## src/hw/rtl/aled_pkg.sv

```systemverilog
// Shared types, codes and the brightness scaling function for the LED frame driver.
// No dependencies; imported by every module of the block.
package aled_pkg;

  parameter int unsigned DEF_MAX_LED_COUNT = 64;
  parameter int unsigned BITS_PER_LED      = 24;

  // Command codes
  localparam logic [2:0] CMD_SET       = 3'd0;
  localparam logic [2:0] CMD_SET_LEVEL = 3'd1;
  localparam logic [2:0] CMD_READ      = 3'd2;
  localparam logic [2:0] CMD_START     = 3'd3;
  localparam logic [2:0] CMD_TICK      = 3'd4;

  // Status codes
  localparam logic [1:0] ST_OK    = 2'd0;
  localparam logic [1:0] ST_RANGE = 2'd1;
  localparam logic [1:0] ST_BUSY  = 2'd2;

  // Brightness levels
  localparam logic [2:0] LVL_OFF     = 3'd0;
  localparam logic [2:0] LVL_THIRD   = 3'd1;
  localparam logic [2:0] LVL_HALF    = 3'd2;
  localparam logic [2:0] LVL_3QUART  = 3'd3;
  localparam logic [2:0] LVL_FULL_LO = 3'd4;
  localparam logic [2:0] LVL_FULL_HI = 3'd7;

  // Configuration register indexes
  localparam logic [2:0] CFG_ZERO_HIGH = 3'd0;
  localparam logic [2:0] CFG_ZERO_LOW  = 3'd1;
  localparam logic [2:0] CFG_ONE_HIGH  = 3'd2;
  localparam logic [2:0] CFG_ONE_LOW   = 3'd3;
  localparam logic [2:0] CFG_LATCH_LOW = 3'd4;

  localparam logic [9:0]  RST_ZERO_HIGH = 10'd19;
  localparam logic [9:0]  RST_ZERO_LOW  = 10'd41;
  localparam logic [9:0]  RST_ONE_HIGH  = 10'd38;
  localparam logic [9:0]  RST_ONE_LOW   = 10'd22;
  localparam logic [15:0] RST_LATCH_LOW = 16'd2400;

  typedef struct packed {
    logic [2:0] cmd;
    logic [7:0] led_index;
    logic [7:0] red_in;
    logic [7:0] green_in;
    logic [7:0] blue_in;
    logic [2:0] level_in;
  } aled_in_t;

  typedef struct packed {
    logic [1:0] status;
    logic [7:0] red_out;
    logic [7:0] green_out;
    logic [7:0] blue_out;
    logic [2:0] level_out;
    logic [6:0] led_count;
    logic       sending;
    logic       data_line;
  } aled_out_t;

  // Controller to datapath commands
  typedef struct packed {
    logic load;    // capture request, read store
    logic commit;  // execute request, load result register
  } aled_ctl_t;

  // Scale one colour component by a brightness level.
  // Divide by 3 is a multiply by 171 and a shift by 9, exact for 8-bit values.
  function automatic logic [7:0] scale_level(logic [7:0] c, logic [2:0] lv);
    logic [16:0] prod;
    logic [5:0]  quart;
    logic [7:0]  res;
    prod  = 17'(c) * 17'd171;
    quart = c[7:2];
    case (lv) inside
      LVL_OFF:                   res = 8'd0;
      LVL_THIRD:                 res = prod[16:9];
      LVL_HALF:                  res = {1'b0, c[7:1]};
      LVL_3QUART:                res = 8'(quart) + {1'b0, quart, 1'b0};
      [LVL_FULL_LO:LVL_FULL_HI]: res = c;
      default:                   res = c;
    endcase
    return res;
  endfunction

endpackage

```

## src/hw/rtl/addressable_led_frame_driver.sv

```systemverilog
// Top level of the addressable LED frame driver: request sequencer plus datapath.
// Depends on aled_pkg, aled_ctrl and aled_dp.
//
//   port group   direction  handshake            payload
//   in_*         in         in_valid_i/in_stall_o  aled_in_t  (command request)
//   out_*        out        out_valid_o/out_stall_i aled_out_t (one result per request)
//   cfg_*        in         cfg_valid_i/cfg_ready_o index 3b, data 16b (always ready)
//
// Each request is captured, and the frame store read through its registered read port,
// on acceptance; the request is then executed and the result register loaded.
// A request waits in execute while the previous result is stalled at the output.
// Reset clears the frame store valid bits, so the whole store reads as zero at once.
// Timing registers come out of reset at 19/41/38/22/2400 ticks.
module addressable_led_frame_driver import aled_pkg::*; #(
  parameter int unsigned MAX_LED_COUNT = DEF_MAX_LED_COUNT
) (
  input  logic        clk_i,
  input  logic        rst_ni,
  input  logic        in_valid_i,
  output logic        in_stall_o,
  input  aled_in_t    in_data_i,
  output logic        out_valid_o,
  input  logic        out_stall_i,
  output aled_out_t   out_data_o,
  input  logic        cfg_valid_i,
  output logic        cfg_ready_o,
  input  logic [2:0]  cfg_index_i,
  input  logic [15:0] cfg_data_i
);

  aled_ctl_t ctl;

  assign cfg_ready_o = 1'b1;

  aled_ctrl u_ctrl (
    .clk_i       (clk_i),
    .rst_ni      (rst_ni),
    .in_valid_i  (in_valid_i),
    .in_stall_o  (in_stall_o),
    .out_valid_o (out_valid_o),
    .out_stall_i (out_stall_i),
    .ctl_o       (ctl)
  );

  aled_dp #(
    .MAX_LED_COUNT (MAX_LED_COUNT)
  ) u_dp (
    .clk_i       (clk_i),
    .rst_ni      (rst_ni),
    .ctl_i       (ctl),
    .in_data_i   (in_data_i),
    .cfg_valid_i (cfg_valid_i),
    .cfg_index_i (cfg_index_i),
    .cfg_data_i  (cfg_data_i),
    .out_data_o  (out_data_o)
  );

endmodule

```

## src/hw/rtl/aled_ctrl.sv

```systemverilog
// Request sequencer of the LED frame driver: accept, execute, hand over the result.
// Depends on aled_pkg for the command struct.
module aled_ctrl import aled_pkg::*; (
  input  logic      clk_i,
  input  logic      rst_ni,
  input  logic      in_valid_i,
  output logic      in_stall_o,
  output logic      out_valid_o,
  input  logic      out_stall_i,
  output aled_ctl_t ctl_o
);

  typedef enum logic {S_IDLE, S_EXEC} state_e;

  state_e state_q, state_d;
  logic   out_valid_q, out_valid_d;
  logic   slot_free;

  assign slot_free = !out_valid_q || !out_stall_i;

  always_comb begin
    ctl_o.load   = (state_q == S_IDLE) && in_valid_i;
    ctl_o.commit = (state_q == S_EXEC) && slot_free;
    state_d      = state_q;
    out_valid_d  = out_valid_q && out_stall_i;
    case (state_q)
      S_IDLE: begin
        if (in_valid_i) state_d = S_EXEC;
      end
      S_EXEC: begin
        // hold here while the previous result is still not taken
        if (slot_free) begin
          state_d     = S_IDLE;
          out_valid_d = 1'b1;
        end
      end
      default: state_d = S_IDLE;
    endcase
  end

  always_ff @(posedge clk_i or negedge rst_ni) begin
    if (!rst_ni) begin
      state_q     <= S_IDLE;
      out_valid_q <= 1'b0;
    end else begin
      state_q     <= state_d;
      out_valid_q <= out_valid_d;
    end
  end

  assign in_stall_o  = (state_q != S_IDLE);
  assign out_valid_o = out_valid_q;

  a_load_blocks: assert property (@(posedge clk_i) disable iff (!rst_ni)
    ctl_o.load |=> in_stall_o)
    else $error("accepted request did not block the input");

  a_commit_shows: assert property (@(posedge clk_i) disable iff (!rst_ni)
    ctl_o.commit |=> out_valid_o)
    else $error("committed request produced no result");

  a_wait_on_full: assert property (@(posedge clk_i) disable iff (!rst_ni)
    (state_q == S_EXEC && out_valid_q && out_stall_i) |=> (state_q == S_EXEC))
    else $error("request left execute while result slot was full");

  a_no_commit_idle: assert property (@(posedge clk_i) disable iff (!rst_ni)
    !in_stall_o |-> !ctl_o.commit)
    else $error("commit without a pending request");

endmodule

```

## src/hw/rtl/aled_dp.sv

```systemverilog
// Datapath of the LED frame driver: frame store, timing registers, line waveform
// sequencer and result register. Depends on aled_pkg.
module aled_dp import aled_pkg::*; #(
  parameter int unsigned MAX_LED_COUNT = DEF_MAX_LED_COUNT
) (
  input  logic       clk_i,
  input  logic       rst_ni,
  input  aled_ctl_t  ctl_i,
  input  aled_in_t   in_data_i,
  input  logic       cfg_valid_i,
  input  logic [2:0] cfg_index_i,
  input  logic [15:0] cfg_data_i,
  output aled_out_t  out_data_o
);

  localparam int unsigned PTR_W = (MAX_LED_COUNT > 1) ? $clog2(MAX_LED_COUNT) : 1;
  localparam int unsigned CNT_W = $clog2(MAX_LED_COUNT + 1);
  localparam int unsigned NXT_W = CNT_W + 1;
  localparam logic [4:0]  LAST_BIT = 5'(BITS_PER_LED - 1);

  typedef enum logic [1:0] {PH_IDLE, PH_HIGH, PH_LOW, PH_LATCH} phase_e;

  // Frame store
  logic [23:0] colour_mem [MAX_LED_COUNT];
  logic [2:0]  level_mem  [MAX_LED_COUNT];
  logic [MAX_LED_COUNT-1:0] colour_vld_q, level_vld_q;

  logic [PTR_W-1:0] rd_addr, wr_addr;
  logic [23:0] rd_colour_q, wr_colour;
  logic [2:0]  rd_level_q;
  logic        rd_cvld_q, rd_lvld_q;
  logic        we_colour, we_level;

  // Control state
  phase_e           phase_q, phase_d;
  logic             line_q, line_d;
  logic [PTR_W-1:0] led_ptr_q, led_ptr_d;
  logic [4:0]       bit_ptr_q, bit_ptr_d;
  logic [15:0]      tick_cnt_q, tick_cnt_d;
  logic [CNT_W-1:0] count_q, count_d;

  logic [9:0]  zero_high_q, zero_low_q, one_high_q, one_low_q;
  logic [15:0] latch_low_q;

  aled_in_t  req_q;
  aled_out_t out_q, out_d;

  logic        busy, in_range, cur_bit;
  logic [23:0] cur_word;
  logic [16:0] cnt_inc, limit;
  logic [NXT_W-1:0] led_next;

  // Read the addressed entry for a read, else the LED being sent
  assign rd_addr = (in_data_i.cmd == CMD_READ) ? in_data_i.led_index[PTR_W-1:0] : led_ptr_q;
  assign wr_addr = req_q.led_index[PTR_W-1:0];

  always_ff @(posedge clk_i) begin
    if (ctl_i.load) begin
      rd_colour_q <= colour_mem[rd_addr];
      rd_level_q  <= level_mem[rd_addr];
      rd_cvld_q   <= colour_vld_q[rd_addr];
      rd_lvld_q   <= level_vld_q[rd_addr];
    end
    if (we_colour) colour_mem[wr_addr] <= wr_colour;
    if (we_level)  level_mem[wr_addr]  <= req_q.level_in;
  end

  assign busy     = (phase_q != PH_IDLE);
  assign in_range = (req_q.led_index < 8'(MAX_LED_COUNT));
  assign cur_word = rd_cvld_q ? rd_colour_q : 24'd0;
  assign cur_bit  = cur_word[LAST_BIT - bit_ptr_q];
  assign cnt_inc  = {1'b0, tick_cnt_q} + 17'd1;
  assign led_next = NXT_W'(led_ptr_q) + NXT_W'(1);

  always_comb begin
    if (req_q.cmd == CMD_SET_LEVEL) begin
      wr_colour = {scale_level(req_q.green_in, req_q.level_in),
                   scale_level(req_q.red_in,   req_q.level_in),
                   scale_level(req_q.blue_in,  req_q.level_in)};
    end else begin
      wr_colour = {req_q.green_in, req_q.red_in, req_q.blue_in};
    end
  end

  always_comb begin
    phase_d    = phase_q;
    line_d     = line_q;
    led_ptr_d  = led_ptr_q;
    bit_ptr_d  = bit_ptr_q;
    tick_cnt_d = tick_cnt_q;
    count_d    = count_q;
    we_colour  = 1'b0;
    we_level   = 1'b0;
    limit      = 17'd0;
    out_d      = '0;
    out_d.status = ST_OK;
    if (ctl_i.commit) begin
      case (req_q.cmd)
        CMD_SET, CMD_SET_LEVEL: begin
          if (!in_range) begin
            out_d.status = ST_RANGE;
          end else if (busy) begin
            out_d.status = ST_BUSY;
          end else begin
            we_colour = 1'b1;
            we_level  = (req_q.cmd == CMD_SET_LEVEL);
            if (req_q.led_index >= 8'(count_q)) begin
              count_d = CNT_W'({1'b0, req_q.led_index} + 9'd1);
            end
          end
        end
        CMD_READ: begin
          if (!in_range) begin
            out_d.status = ST_RANGE;
          end else begin
            out_d.green_out = cur_word[23:16];
            out_d.red_out   = cur_word[15:8];
            out_d.blue_out  = cur_word[7:0];
            out_d.level_out = rd_lvld_q ? rd_level_q : 3'd0;
          end
        end
        CMD_START: begin
          if (busy) begin
            out_d.status = ST_BUSY;
          end else begin
            led_ptr_d  = '0;
            bit_ptr_d  = '0;
            tick_cnt_d = '0;
            if (count_q == '0) begin
              phase_d = PH_LATCH;
              line_d  = 1'b0;
            end else begin
              phase_d = PH_HIGH;
              line_d  = 1'b1;
            end
          end
        end
        CMD_TICK: begin
          tick_cnt_d = cnt_inc[15:0];
          case (phase_q)
            PH_HIGH: begin
              limit = cur_bit ? 17'(one_high_q) : 17'(zero_high_q);
              if (cnt_inc >= limit) begin
                phase_d    = PH_LOW;
                line_d     = 1'b0;
                tick_cnt_d = '0;
              end
            end
            PH_LOW: begin
              limit = cur_bit ? 17'(one_low_q) : 17'(zero_low_q);
              if (cnt_inc >= limit) begin
                tick_cnt_d = '0;
                if (bit_ptr_q < LAST_BIT) begin
                  bit_ptr_d = bit_ptr_q + 5'd1;
                  phase_d   = PH_HIGH;
                  line_d    = 1'b1;
                end else begin
                  bit_ptr_d = '0;
                  if (led_next < NXT_W'(count_q)) begin
                    led_ptr_d = led_next[PTR_W-1:0];
                    phase_d   = PH_HIGH;
                    line_d    = 1'b1;
                  end else begin
                    // last LED done: go to the latch period
                    led_ptr_d = '0;
                    phase_d   = PH_LATCH;
                    line_d    = 1'b0;
                  end
                end
              end
            end
            PH_LATCH: begin
              limit = 17'(latch_low_q);
              if (cnt_inc >= limit) begin
                phase_d    = PH_IDLE;
                tick_cnt_d = '0;
              end
            end
            default: tick_cnt_d = tick_cnt_q;  // idle: ticks change nothing
          endcase
        end
        default: ;
      endcase
    end
    out_d.led_count = 7'(count_d);
    out_d.sending   = (phase_d != PH_IDLE);
    out_d.data_line = line_d;
  end

  always_ff @(posedge clk_i or negedge rst_ni) begin
    if (!rst_ni) begin
      phase_q      <= PH_IDLE;
      line_q       <= 1'b0;
      led_ptr_q    <= '0;
      bit_ptr_q    <= '0;
      tick_cnt_q   <= '0;
      count_q      <= '0;
      colour_vld_q <= '0;
      level_vld_q  <= '0;
      zero_high_q  <= RST_ZERO_HIGH;
      zero_low_q   <= RST_ZERO_LOW;
      one_high_q   <= RST_ONE_HIGH;
      one_low_q    <= RST_ONE_LOW;
      latch_low_q  <= RST_LATCH_LOW;
    end else begin
      phase_q    <= phase_d;
      line_q     <= line_d;
      led_ptr_q  <= led_ptr_d;
      bit_ptr_q  <= bit_ptr_d;
      tick_cnt_q <= tick_cnt_d;
      count_q    <= count_d;
      if (we_colour) colour_vld_q[wr_addr] <= 1'b1;
      if (we_level)  level_vld_q[wr_addr]  <= 1'b1;
      if (cfg_valid_i) begin
        case (cfg_index_i)
          CFG_ZERO_HIGH: zero_high_q <= cfg_data_i[9:0];
          CFG_ZERO_LOW:  zero_low_q  <= cfg_data_i[9:0];
          CFG_ONE_HIGH:  one_high_q  <= cfg_data_i[9:0];
          CFG_ONE_LOW:   one_low_q   <= cfg_data_i[9:0];
          CFG_LATCH_LOW: latch_low_q <= cfg_data_i;
          default: ;
        endcase
      end
    end
  end

  always_ff @(posedge clk_i) begin
    if (ctl_i.load)   req_q <= in_data_i;
    if (ctl_i.commit) out_q <= out_d;
  end

  assign out_data_o = out_q;

  a_ptr_in_frame: assert property (@(posedge clk_i) disable iff (!rst_ni)
    (phase_q == PH_HIGH || phase_q == PH_LOW) |-> (NXT_W'(led_ptr_q) < NXT_W'(count_q)))
    else $error("LED pointer beyond frame while sending");

  a_line_high_phase: assert property (@(posedge clk_i) disable iff (!rst_ni)
    line_q |-> (phase_q == PH_HIGH))
    else $error("data line high outside a high pulse");

  a_bit_ptr_range: assert property (@(posedge clk_i) disable iff (!rst_ni)
    bit_ptr_q <= LAST_BIT)
    else $error("bit pointer beyond last colour bit");

endmodule

```

## config.mk

```make
export PLATFORM = sky130hd
export DESIGN_NAME = addressable_led_frame_driver
export DESIGN_NICKNAME = d
export VERILOG_FILES = /design/src/hw/rtl/aled_pkg.sv /design/src/hw/rtl/addressable_led_frame_driver.sv /design/src/hw/rtl/aled_ctrl.sv /design/src/hw/rtl/aled_dp.sv
export SDC_FILE = /design/constraint.sdc
export NUM_CORES = 2
export LEC_CHECK = 0
export BUFFER_PORTS_ARGS = -buffer_cell sky130_fd_sc_hd__buf_2
export CAP_MARGIN = 20
export CORE_UTILIZATION = 38
export DETAILED_ROUTE_END_ITERATION = 7
export PLACE_DENSITY = 0.57
export SKIP_LAST_GASP = 1
export SYNTH_ARGS = -nofsm -noshare
export SYNTH_HDL_FRONTEND = slang
export SYNTH_SLANG_ARGS = --single-unit
```

## constraint.sdc

```tcl
create_clock -name clk_i -period 8 [get_ports clk_i]
set_clock_uncertainty 0.15 [all_clocks]
set_input_delay 0.4 -clock clk_i [delete_from_list [all_inputs] [get_ports clk_i]]
set_output_delay 0.4 -clock clk_i [all_outputs]
set_load 0.05 [all_outputs]
```

== Yosys cells after proc, flatten, opt, wreduce, memory -nomap -nowiden ==
Memories as Yosys holds them, arrays and structs flattened. A register that Yosys moved wholly into a read port is not among the register bits.
Index checks and enable logic that the tools add are counted.

* Bits in writable memories: 1728
* Logic and storage cells: 190
* Input bits: 62
* Register bits after elaboration: 301
* Memories: 2
* Output and inout bits: 41

{| class="wikitable"
|+ Memories
! memory !! depth !! bits a word !! rd ports !! clocked after Yosys merged registers in !! wr ports !! line !! source
|-
| u_dp.colour_mem || 64 || 24 || 1 || 1 || 1 || aled_dp.sv:24 || <nowiki>logic [23:0] colour_mem [MAX_LED_COUNT];</nowiki>
|-
| u_dp.level_mem || 64 || 3 || 1 || 1 || 1 || aled_dp.sv:25 || <nowiki>logic [2:0] level_mem [MAX_LED_COUNT];</nowiki>
|}

* Reductions and logical operators: 25
* Order comparisons: 11
* Add/sub/neg operators: 8
* Multiply operators: 3
* Equality and inequality tests: 20
* Muxes and demuxes: 87
* Bitwise gates (word level): 3

{| class="wikitable"
|+ Operators with widths
! kind !! count
|-
| $or 64x64->64 || 2
|-
| $mux 8 || 12
|-
| $mux 16 || 4
|-
| $mul 8x8->16 const B || 3
|-
| $mux 24 || 2
|-
| $pmux 16 s3 || 1
|-
| $mux 6 || 6
|-
| $mux 7 || 5
|-
| $ge 17x17->1 || 2
|-
| $pmux 16 s2 || 1
|-
| $mux 1 || 28
|-
| $add 6x7->8 || 3
|-
| $eq 3x2->1 const B || 7
|-
| $mux 10 || 2
|-
| $mux 2 || 10
|-
| $mux 5 || 4
|-
| $add 16x1->17 const B || 1
|-
| $ge 17x16->1 || 1
|-
| $lt 6x7->1 const B || 2
|-
| $bmux 1 s6 || 2
|-
| $pmux 2 s3 || 2
|-
| $pmux 6 s2 || 1
|-
| $reduce_and 2->1 || 6
|-
| $pmux 5 s2 || 1
|-
| other kinds (33) || 49
|}

== Logic depth before layout (Yosys ltp) ==
* Depth in word-level cells: 10
* Gate-level depth with buffers: 19

== By module ==
From an unflattened synthesis, not the netlist that was laid out.

* Cells, all modules: 5040
* Area, all modules: 84855.1 µm²

{| class="wikitable"
|+ By module, submodules not included
! module !! instances !! cells each !! sequential area each (µm²) !! area an instance (µm²)
|-
| aled_dp || 1 || 5032 || 60593.1 || 84760.0
|-
| aled_ctrl || 1 || 6 || 50.0 || 83.8
|-
| addressable_led_frame_driver || 1 || 2 || 0.0 || 11.3
|}

== Least setup slack after synthesis ==
No wires, ideal clock.

* Kind: register to register
* Start: register u_dp.req_q[14] in the netlist's numbering
* End: memory u_dp.colour_mem[0][18], data pin
* Arrival time: 7.197 ns
* Setup slack: -0.252 ns
* Library setup time: 0.905 ns
* Period minus slack after synthesis: 8.252 ns
* Path buffers: 0
* Stages on the path, launching flop included: 15
* Cells stage by stage: edfxtp_1 > ha_1 > inv_1 > fa_1 > fa_1 > inv_1 > fa_1 > ha_1 > or3_1 > o21a_1 > nor2_1 > nor2b_1 > o21ai_0 > a21oi_1 > o41ai_1

* Longest elaborated chain between the ends: 6
* Elaborated cells between the ends (all ways): 7

{| class="wikitable"
|+ RTL lines
! item !! line !! source
|-
| start: declaration || aled_dp.sv:45 || <nowiki>aled_in_t req_q;</nowiki>
|-
| start signal: assignment || aled_dp.sv:228 || <nowiki>if (ctl_i.load) req_q <= in_data_i;</nowiki>
|-
| parallel branches: the longest is 3 deep, another holds $mul 8x8->16 || -- ||
|-
| $mux 8 (*) (2 in a row) || aled_pkg.sv:75 || <nowiki>case (lv) inside</nowiki>
|-
| $mux 24 (*) || aled_dp.sv:76 || <nowiki>if (req_q.cmd == CMD_SET_LEVEL) begin</nowiki>
|-
| via u_dp.wr_colour[18] || aled_dp.sv:29 || <nowiki>logic [23:0] rd_colour_q, wr_colour;</nowiki>
|-
| end: declaration || aled_dp.sv:24 ||
|}

Mark *: on every way through the listed nets, which the timed path passes.

== Worst setup path after layout ==
* Start: register u_dp.req_q[21] in the netlist's numbering
* End: memory u_dp.colour_mem[36][11], data pin

The elaborated chain is that of the path after synthesis.

==> run_results.csv <==
group,metric,value,unit
status,status,"finished clean",
hold_path,hold_class,"input port to flip-flop",
setup_path,crit_fanout,48,
flow_run,cap_viol_max_count,0,
pwr,ir_drop,0.186,mV
cts,htreeDepth,4,
cts,clkLatencyLatePin,0.88,ns
pwr,clkPwrFrac,33.1,%
setup_path,r2r_cells,14,
yosys,synth-edff-count,1833,
yosys,syn_nets,7234,
route,route.detailed.drc,0,
pwr,power_per_cell_area,284,mW/mm^2
yosys,syn_area,0.0877,sq mm
route,detail_route.first_pass.iterations,6,
timing,finalCritPeriodShare,70.6,%
pwr,power_switching,8.68,mW
cts,cts.sinks,2056,
global_route,grt_pass1_vias,55198,
setup_path,critical_path_class,"flip-flop to flip-flop",
global_route,grt_usage,22.3,%
setup_path,end_kind,"flip-flop",
floorplan,die_area,0.233,sq mm
setup_path,slowest_stage,"o21ai_4",
floorplan,die-height,482,microns
setup_path,cp.arrival,6.07,ns
setup_path,critPathLaunchType,"flip-flop",
route,via_count,57063,
cts,cts_hold_buf,87,
cts,cts_buffers,207,
final_layout,area_delta_synth_final,14.0,%
route,wire_per_inst,25.4,microns
timing,worstMarginPinSlew,1.43,ns
pwr,p_leak,37.3,nW
route,viasPerCell,5.55,
global_route,grt_pass1_wl,381000,microns
yosys,yosys.area.top_type,"edfxtp_1",
cts,cts_setup_buffers,0,
cts,post_cts_resized,0,
yosys,synth.area.top_cells,"edfxtp_1, nand2_1, dfrtp_1, nand3_1, ha_1",
route,drtIter0Drc,6205,
yosys,seq_area_frac_synth,69.1,%
yosys,syn_avg_cell_area,12.6,sq um
timing,fin_tns_setup,0,ns
timing,slew_violations,0,
yosys,ys_ff_latch,2056,
setup_path,crit_path_frequent_cell,"ha_1",
setup_path,critPathBufInv,1,
route,dr.max_layer_used,"met5",
setup_path,crit_chain,"ha_1, ha_1, fa_1, fa_1, ha_1, a2111oi_0, o21ai_0, a211oi_1, o21bai_1, a21oi_1, xnor2_1, a21oi_1, o21ai_4, buf_4",
global_route,overflow,0,
setup_path,crit_cells,14,
placed_design,post-dp-hpwl,142000,microns
cts,cts-root-buf,"clkbuf_16",
yosys,synth_top_area_share,62.8,%
timing,rsz0062_at_grt,"no",
placed_design,port-buffer-count,101,
route,antenna_left,0,
cts,cts.path.max_buffers,3,
final_layout,final_layout_size_suffix_gt1_share,11.9,%
route,wl,262000,microns
final_layout,final_area,0.100,sq mm
route,met2_length,121000,microns
timing,slew_headroom,4.55,%
floorplan,die_w,482,microns
pwr,pwr-share-comb,22.1,%
route,dr_wl_met3,19800,microns
setup_path,crit_required,8.43,ns
cts,clk_pin_slew,0.06,ns
timing,setup_viol,0,
pwr,seqPwrFrac,44.8,%
floorplan,coreArea,0.228,sq mm
hold_path,min_delay_path_depth,6,
final_layout,final_common_cell,"nand2_1",
yosys,yosys.cell_types.count,74,
global_route,grt_max_degree,143,
placed_design,dpl-instance-area,0.0926,sq mm
timing,period_needed,5.64,ns
yosys,ys_warn_count,0,
pwr,p_int,19.7,mW
timing,max_freq,177,MHz
final_layout,fin_nets,7397,
placed_design,place.gp.congestion,0.848,
yosys,synthFlopType,"edfxtp_1",
final_layout,final_cell_mix,"nand2_1, edfxtp_1, nand3_1",
floorplan,num_io_pins,103,
setup_path,critPathMaxStageDelay,0.63,ns
floorplan,start_util,38.4,%
floorplan,rows,175,
route,wl_met1,112000,microns
yosys,async_flop_share,10.8,%
cts,cts_tree,"done",
yosys,syn_inst,6945,
global_route,antenna_found_initial,9,
timing,hold_violations,0,
pwr,swShare,30.6,%
setup_path,path_delay_family,"compound AO/OA/AOI/OAI gates",
metrics by stage:
step	util (%)	std cells	power, mW	setup WS, ns	hold slack [ns]
finish	43.8	10290	28.4	2.36	0.0536
global route	43.8	10286	29.6	2.04	0.0542
global placement	40.5	9816	19.0	2.14	0.299
floorplan	-	6945	17.0	0.113	-0.0456
CTS	43.8	10284	28.5	2.33	0.00177
detailed placement	40.5	9820	19.1	2.36	0.301
synthesized netlist by cell type, types with 84 or more instances:
cell         n
o221ai_1    88
or2_2      131
edfxtp_1  1833
and3_1     146
mux2i_1    206
nand2_1   1957
nand3_1    610
a31oi_1    124
dfrtp_1    207
nor2_1     137
clkbuf_1   233
and2_1      84
buf_2      141
inv_1      150
ha_1       188
final cells by class:
cell class              count  area [sq um]
clock inverters           108           965
flip-flops and latches   2056         60600
repair buffers            357          2990
multi-input cells        4335         25500
well taps                3009          3760
inverters                 151           567
fillers                 20627        128000
clock buffers             269          5540
diodes                      5          12.5
worst min-delay path: stages:
cell	delay, ns
buf_2	0.10
nand2_1	0.07
nor3_2	0.04
buf_4	0.22
nand2_1	0.09
o21ai_0	0.08
registers in the layout, summed over array words and instances (netlist names):
signal              cells
u_dp.rd_cvld_q          1
u_dp.zero_low_q        10
u_dp.rd_lvld_q          1
u_dp.colour_mem      1536
u_dp.one_high_q        10
u_dp.one_low_q         10
u_ctrl.in_stall_o       1
u_dp.line_q             1
u_dp.count_q            7
u_ctrl.out_valid_o      1
u_dp.rd_colour_q       24
u_dp.latch_low_q       16
u_dp.level_vld_q       64
u_dp.phase_q            2
u_dp.tick_cnt_q        16
u_dp.rd_level_q         3
u_dp.led_ptr_q          6
u_dp.colour_vld_q      64
u_dp.req_q             38
u_dp.out_data_o        38
u_dp.zero_high_q       10
u_dp.bit_ptr_q          5
u_dp.level_mem        192
power by group through the flow:
stage,Combinational [mW],Clock [mW],Sequential [mW]
after floorplan,3.87,0,13.2
after global placement,6.12,0,12.9
after detailed placement,6.19,0,12.9
after CTS,6.26,9.54,12.7
after global routing,6.92,9.94,12.7
final,6.27,9.40,12.7
layer usage:
layer	track usage, %	vias to the layer above
li1	-	25456
met1	30.9	28961
met2	35.5	2212
met3	3.57	430
met4	7.74	4
met5	0	-
final timing paths:
path / start / slack (ns) / endpoint
hold reg to reg: u_dp.colour_vld_q[2] / 0.31 / u_dp.colour_vld_q[2]
setup reg to reg: u_dp.req_q[21] / 2.36 / u_dp.colour_mem[36][11]
setup / recovery: u_dp.req_q[21] / 2.36 / u_dp.colour_mem[36][11]
max in group asynchronous: rst_ni / 5.61 / u_ctrl.in_stall_o
hold / removal: cfg_valid_i / 0.05 / u_dp.latch_low_q[7]
min in group asynchronous: rst_ni / 0.51 / u_dp.level_vld_q[8]
logic make-up after synthesis:
| logic type | share of synthesized area (%) |
|---|---|
| AND/OR/NAND/NOR | 15.7 |
| flip-flops | 69.1 |
| buffers and inverters | 2.63 |
| multiplexers | 3.26 |
| AO/OA/AOI/OAI | 5.20 |
| other | 0.00428 |
| XOR/XNOR | 0.449 |
| adder cells (fa/ha/maj) | 3.57 |
Note: power is estimated with default switching activity, not from simulation.
